[src/rtl/core/int64_to_decimal_ascii_defines.svh]
// ----------------------------------------------------------------------------
// int64_to_decimal_ascii_defines
// Assertion macros for the decimal text converter.
// ----------------------------------------------------------------------------
`ifndef INT64_TO_DECIMAL_ASCII_DEFINES_SVH
`define INT64_TO_DECIMAL_ASCII_DEFINES_SVH

`ifndef SYNTHESIS
// same-cycle implication
`define I64DA_ASSERT_NOW(label, clk, rst_n, ante, cons) \
    label: assert property (@(posedge clk) disable iff (!rst_n) (ante) |-> (cons)) \
        else $error("assertion failed");
// next-cycle implication
`define I64DA_ASSERT_NEXT(label, clk, rst_n, ante, cons) \
    label: assert property (@(posedge clk) disable iff (!rst_n) (ante) |=> (cons)) \
        else $error("assertion failed");
`else
`define I64DA_ASSERT_NOW(label, clk, rst_n, ante, cons)
`define I64DA_ASSERT_NEXT(label, clk, rst_n, ante, cons)
`endif

`endif

[src/rtl/core/i64da_pkg.sv]
// ----------------------------------------------------------------------------
// i64da_pkg
// Constants shared by the decimal text converter.
// ----------------------------------------------------------------------------
package i64da_pkg;

    localparam int VALUE_WIDTH = 64;
    localparam int IN_WIDTH    = 64;
    // decimal digits needed for VALUE_WIDTH bits: floor(W * log10(2)) + 1
    localparam int C_NDIG      = (VALUE_WIDTH * 30103) / 100000 + 1;
    localparam int C_BCD_W     = C_NDIG * 4;
    localparam int C_BCNT_W    = $clog2(VALUE_WIDTH + 1);
    localparam int C_DCNT_W    = $clog2(C_NDIG + 1);
    localparam int CHAR_W      = 6;

    localparam logic [CHAR_W-1:0] C_CH_ZERO  = 6'd48;
    localparam logic [CHAR_W-1:0] C_CH_MINUS = 6'd45;

    localparam logic OP_SIGNED   = 1'b0;
    localparam logic OP_UNSIGNED = 1'b1;

    typedef logic [VALUE_WIDTH-1:0] t_value;
    typedef logic [C_BCD_W-1:0]     t_bcd;

endpackage

[src/rtl/core/int64_to_decimal_ascii.sv]
// ----------------------------------------------------------------------------
// int64_to_decimal_ascii
// Binary to ASCII decimal text converter, signed or unsigned, one character
// per output beat.
// ----------------------------------------------------------------------------
// Input channel (i_valid / o_ready): one beat carries i_opcode and
// i_value_bits. o_ready is high only while the block is idle.
// Output channel (o_valid / i_ready): one beat per character, most
// significant first, '-' ahead of a negative signed value; o_last_char marks
// the final character of the value.
// Sequence: the value is converted bit-serially by shift-and-add-3, one bit per
// cycle, over all VALUE_WIDTH (64) bits. Then the sign beat, if the value is
// negative, is sent, and the C_NDIG (20) digit positions are walked in turn,
// leading zeros being dropped without a beat.
// A receiver stall holds the current character; the block waits with it.
// Reset (synchronous, active low) returns the block to idle and drops any
// value in progress.
// ----------------------------------------------------------------------------
`include "int64_to_decimal_ascii_defines.svh"

module int64_to_decimal_ascii
    import i64da_pkg::*;
(
    input  logic                i_clk,
    input  logic                i_rst_n,
    input  logic                i_valid,
    output logic                o_ready,
    input  logic                i_opcode,
    input  logic [IN_WIDTH-1:0] i_value_bits,
    output logic                o_valid,
    input  logic                i_ready,
    output logic [CHAR_W-1:0]   o_char_code,
    output logic                o_last_char
);

    localparam logic [1:0] S_IDLE = 2'd0;
    localparam logic [1:0] S_CONV = 2'd1;
    localparam logic [1:0] S_SIGN = 2'd2;
    localparam logic [1:0] S_EMIT = 2'd3;

    logic [1:0]          r_state, n_state;
    logic [C_BCNT_W-1:0] r_bcnt,  n_bcnt;
    logic [C_DCNT_W-1:0] r_dcnt,  n_dcnt;
    logic                r_neg,   n_neg;
    logic                r_lead,  n_lead;
    t_value              r_bin,   n_bin;
    t_bcd                r_bcd,   n_bcd;

    t_value     w_raw;
    t_value     w_mag;
    logic       w_neg;
    t_bcd       w_adj;
    logic [3:0] w_top;
    logic       w_show;
    logic       w_in_acc;
    logic       w_out_acc;

    assign w_raw = i_value_bits[VALUE_WIDTH-1:0];
    assign w_neg = (i_opcode == OP_SIGNED) && w_raw[VALUE_WIDTH-1];
    assign w_mag = w_neg ? t_value'(~w_raw + t_value'(1)) : w_raw;

    always_comb begin
        for (int i = 0; i < C_NDIG; i++) begin
            w_adj[i*4 +: 4] = (r_bcd[i*4 +: 4] >= 4'd5) ? r_bcd[i*4 +: 4] + 4'd3
                                                         : r_bcd[i*4 +: 4];
        end
    end

    assign w_top  = r_bcd[C_BCD_W-1 -: 4];
    assign w_show = !r_lead || (w_top != 4'd0) || (r_dcnt == C_DCNT_W'(1));

    assign o_ready     = (r_state == S_IDLE);
    assign o_valid     = (r_state == S_SIGN) || ((r_state == S_EMIT) && w_show);
    assign o_char_code = (r_state == S_SIGN) ? C_CH_MINUS : C_CH_ZERO + {2'b00, w_top};
    assign o_last_char = (r_state == S_EMIT) && (r_dcnt == C_DCNT_W'(1));

    assign w_in_acc  = i_valid && o_ready;
    assign w_out_acc = o_valid && i_ready;

    always_comb begin
        n_state = r_state;
        n_bcnt  = r_bcnt;
        n_dcnt  = r_dcnt;
        n_neg   = r_neg;
        n_lead  = r_lead;
        n_bin   = r_bin;
        n_bcd   = r_bcd;
        unique case (r_state)
            S_IDLE: begin
                if (w_in_acc) begin
                    n_state = S_CONV;
                    n_bin   = w_mag;
                    n_bcd   = '0;
                    n_neg   = w_neg;
                    n_bcnt  = C_BCNT_W'(VALUE_WIDTH);
                end
            end
            S_CONV: begin
                n_bcd  = {w_adj[C_BCD_W-2:0], r_bin[VALUE_WIDTH-1]};
                n_bin  = {r_bin[VALUE_WIDTH-2:0], 1'b0};
                n_bcnt = r_bcnt - C_BCNT_W'(1);
                n_dcnt = C_DCNT_W'(C_NDIG);
                n_lead = 1'b1;
                if (r_bcnt == C_BCNT_W'(1)) begin
                    n_state = r_neg ? S_SIGN : S_EMIT;
                end
            end
            S_SIGN: begin
                if (w_out_acc) begin
                    n_state = S_EMIT;
                end
            end
            S_EMIT: begin
                if (!w_show || w_out_acc) begin
                    n_bcd  = {r_bcd[C_BCD_W-5:0], 4'd0};
                    n_dcnt = r_dcnt - C_DCNT_W'(1);
                    n_lead = r_lead && !w_show;
                    if (r_dcnt == C_DCNT_W'(1)) begin
                        n_state = S_IDLE;
                    end
                end
            end
            default: begin
                n_state = S_IDLE;
            end
        endcase
    end

    always_ff @(posedge i_clk) begin
        if (!i_rst_n) begin
            r_state <= S_IDLE;
            r_bcnt  <= '0;
            r_dcnt  <= '0;
            r_lead  <= 1'b1;
        end else begin
            r_state <= n_state;
            r_bcnt  <= n_bcnt;
            r_dcnt  <= n_dcnt;
            r_lead  <= n_lead;
        end
    end

    always_ff @(posedge i_clk) begin
        r_neg <= n_neg;
        r_bin <= n_bin;
        r_bcd <= n_bcd;
    end

    `I64DA_ASSERT_NEXT(a_acc_starts_conv, i_clk, i_rst_n, w_in_acc, r_state == S_CONV)
    `I64DA_ASSERT_NOW(a_minus_not_last, i_clk, i_rst_n,
        o_valid && (o_char_code == C_CH_MINUS), !o_last_char)
    `I64DA_ASSERT_NOW(a_char_range, i_clk, i_rst_n, o_valid,
        (o_char_code == C_CH_MINUS) ||
        ((o_char_code >= C_CH_ZERO) && (o_char_code <= C_CH_ZERO + 6'd9)))
    `I64DA_ASSERT_NEXT(a_last_ends_item, i_clk, i_rst_n,
        w_out_acc && o_last_char, r_state == S_IDLE)

endmodule
[config.mk]
export PLATFORM = sky130hd
export DESIGN_NAME = int64_to_decimal_ascii
export DESIGN_NICKNAME = d
export VERILOG_FILES = /design/src/rtl/core/i64da_pkg.sv /design/src/rtl/core/int64_to_decimal_ascii.sv
export VERILOG_INCLUDE_DIRS = /design/src /design/src/rtl/core
export SDC_FILE = /design/constraint.sdc
export NUM_CORES = 1
export LEC_CHECK = 0
export BUFFER_PORTS_ARGS = -buffer_cell sky130_fd_sc_hd__buf_4
export CORE_AREA = 2 2 138 140
export DETAILED_ROUTE_END_ITERATION = 12
export DIE_AREA = 0 0 140 142
export GPL_ROUTABILITY_DRIVEN = 1
export PLACE_DENSITY = 0.79
export SYNTH_ARGS = -nofsm -noshare
export SYNTH_HDL_FRONTEND = slang
export SYNTH_SLANG_ARGS = --single-unit
[constraint.sdc]
create_clock -name i_clk -period 9.9 [get_ports i_clk]
set_input_delay 1.485 -clock i_clk [delete_from_list [all_inputs] [get_ports i_clk]]
set_output_delay 1.485 -clock i_clk [all_outputs]
set_load 0.05 [all_outputs]
==> results.ini <==
[sta]
final.setup.tns_ps=0
final_hold_viol_count=0
setup-violations-final=0
worstMarginPinSlew_ps=1190
fin_crit_ps=4120
fmax_mhz=243
slew_violations=0
period_share=0.416
fin_skew_ps=8.47
rsz0062_at_grt=false
slew_headroom=0.200

[clocking]
numClockSinks=160
cts-root-buf=clkbuf_16
path_clk_slew_ps=60
post_cts_buffers=0
clockBufferDepth=2
cts_max_level=4
cts-resized-gates=0
numCtsBuffers=17
clkLatencyLatePin_ps=430
cts_hold_buf=0
cts_tree=yes

[final_layout]
final_common_cell=edfxtp_1
drive_gt1_frac=0.138
fin_nets=1213
n_antenna_cell=0
layout_common_cells=145 x edfxtp_1, 105 x o21ai_0, 99 x a21oi_1, 94 x nand2_1, 83 x buf_4
layoutNonFillerInstCount=1341
areaGrowthSynthToFinish_pct=13.5

[grt]
grt_max_degree=97
grt.met1_usage=0.289
grt.total_usage=0.219
grt_pass1_vias=7542
grt_use_met3=0.0441
grt_busiest_layer=met2
antenna_found_initial=0
grt_pass1_wl_um=35700
gr-total-overflow=0
met2_usage=0.375

[power_and_ir_drop]
clockPowerShare=0.190
p_leak_nw=4.20
p_per_area_nw_per_um2=311
seqPwrFrac=0.409
switchingPower_mw=1.39
p_int_mw=2.15
sw_frac_of_total=0.392
vdd_drop_max_mv=0.156
combPwrFrac=0.401

[critical_path]
cp_slowest_stage_delay_ps=840
worst_ep_arrival_time_ps=4290
r2r_start=r_dcnt[1]
critical_path_cell_count=7
critical_path.cell_chain=buf_4, or4_4, or4_4, nor4_4, a31oi_1, xor2_1, mux2_2
rr_worst_depth=6
crit_path_start=i_value_bits[14]
startpoint_type=input pin
worstPathMaxFanout=15
cpMostUsedCell=or4_4
worst-path-buf-inv=1
critPathKind=input pin to register
reg2reg_setup_slack_ps=6870
cp_slowest_cell=nor4_4
crit_path_end=r_bin[51]
required_ps=10080
worstSetupEndpointType=register
critPathTopFamily=simple AND/OR/NAND/NOR gates
reg2reg_to=r_bcd[4]

[synthesis]
synthesis.area_um2=10000
synthArstFlopShare=0
synth_top_area_cell=edfxtp_1
avgSynthCellArea_um2=9.70
yosysSeqAreaShare=0.464
synth_cells=1033
syn_nets=1152
ys_seq_elements=160
synth_edf_count=145
yosys_warnings=0
synthDistinctLibCells=52
yosys.area.top_type_share=0.434
yosys-top-cells-area=edfxtp_1 43%, ha_1 6.2%, o21ai_0 5.2%
yosys_most_used_dff=edfxtp_1

[floorplan]
rows=50
start_util=0.543
core_um2=18500
die_area_um2=19900
die_w_um=140
io-pin-count=78
fp.dieH_um=142

[detailed_routing]
via_per_inst=5.83
drt-total-wl_um=21400
routedWlPerCell_um=16.0
drc=0
num_vias=7822
drtAntennaViolNets=0
drt_iter0_markers=608
dr.pass1.iters=4

[min_path]
hold_class=register to register
hold_depth=2

[flow_run]
cap_viol_max_count=0

[place]
hpwl_um=14100
dpl.cell_count=1309
gp_congestion=0.920
port_buffers=76

[outcome]
outcome=completed

==> final cells by class <==
type	instances	area, µm²
Tap cell	234	293
Clock buffer	18	439
Sequential cell	160	4650
Inverter	67	253
Clock inverter	14	163
Timing Repair Buffer	83	623
Fill cell	1532	7080
Multi-Input combinational cell	765	4950
==> layer usage <==
layer | wire (µm) | vias to the layer above
met5 | 0 | -
met4 | 163 | 0
li1 | - | 3898
met3 | 1010 | 18
met2 | 10500 | 204
met1 | 9780 | 3702
==> synthesized netlist by cell type, types with 3 or more instances <==
| library cell | instances |
|---|---|
| o31ai_1 | 7 |
| ha_1 | 50 |
| nor4b_1 | 3 |
| nor3b_1 | 16 |
| nor3_1 | 27 |
| nand2b_1 | 25 |
| nor4_1 | 12 |
| xnor2_1 | 56 |
| or4_1 | 3 |
| a21oi_1 | 99 |
| nand3_1 | 6 |
| a41oi_1 | 10 |
| dfxtp_1 | 15 |
| or3_1 | 3 |
| edfxtp_1 | 145 |
| nand2_1 | 94 |
| o211ai_1 | 3 |
| or3_2 | 3 |
| and3_1 | 9 |
| inv_1 | 64 |
| o32ai_1 | 17 |
| buf_1 | 8 |
| a31oi_1 | 17 |
| xor2_1 | 34 |
| nor2_1 | 69 |
| and2_1 | 7 |
| mux2i_1 | 4 |
| o21ai_0 | 105 |
| clkbuf_1 | 30 |
| mux2_2 | 22 |
| o41ai_1 | 4 |
| nor4_4 | 3 |
| nor2b_1 | 6 |
| o22ai_1 | 29 |
| a22oi_1 | 5 |
==> kinds of logic (layout without fill, tap and decap cells) <==
kind of cell	count (synthesis)	after routing	synth area share
AO/OA/AOI/OAI	304	304	0.175
XOR/XNOR	90	90	0.0786
adder cells (fa/ha/maj)	50	50	0.0624
buffers and inverters	108	182	0.0423
flip-flops	160	160	0.464
multiplexers	26	26	0.0287
other	1	1	0.000374
AND/OR/NAND/NOR	294	294	0.148
==> worst reg2reg max path, delay by kind of cell, from the launching register on <==
kind                     cells  cell delay (ps)
AND/OR/NAND/NOR              3             1360
adder cells (fa/ha/maj)      1              190
buffers and inverters        1               70
flip-flops                   1              330
AO/OA/AOI/OAI                1              640
==> flip-flops by register name (all words and copies together) (netlist names) <==
signal   flops
r_bcnt       7
r_state      2
r_bin       64
r_neg        1
r_lead       1
r_bcd       80
r_dcnt       5
==> power groups by stage <==
stage | clock network (mW) | logic (mW) | registers [mW]
floorplan | 0 | 1.10 | 1.40
CTS | 0.682 | 1.42 | 1.44
detailed placement | 0 | 1.40 | 1.45
global route | 0.709 | 1.60 | 1.49
global placement | 0 | 1.35 | 1.44
finish | 0.674 | 1.42 | 1.45
==> how the worst min path moves through the flow <==
stage                     startpoint         to
after floorplan               r_lead     r_lead
after global placement        r_lead     r_lead
after detailed placement   r_bcnt[1]  r_bcnt[1]
after CTS                  r_bcnt[1]  r_bcnt[1]
after global routing       r_bin[43]  r_bin[44]
final                      r_bcnt[1]  r_bcnt[1]
==> through the flow <==
step	utilization	setup slack [ps]	total power, mW	instance area, µm²	hold WS (ps)
2_1_floorplan	-	5890	2.50	10000	469
3_3_place_gp	0.584	5410	2.79	10800	490
3_5_place_dp	0.584	5350	2.85	10800	512
4_1_cts	0.617	5810	3.54	11400	527
5_1_grt	0.617	5670	3.80	11400	566
6_report	0.617	5780	3.54	11400	520
No activity file was read; power rests on OpenSTA's default activity.
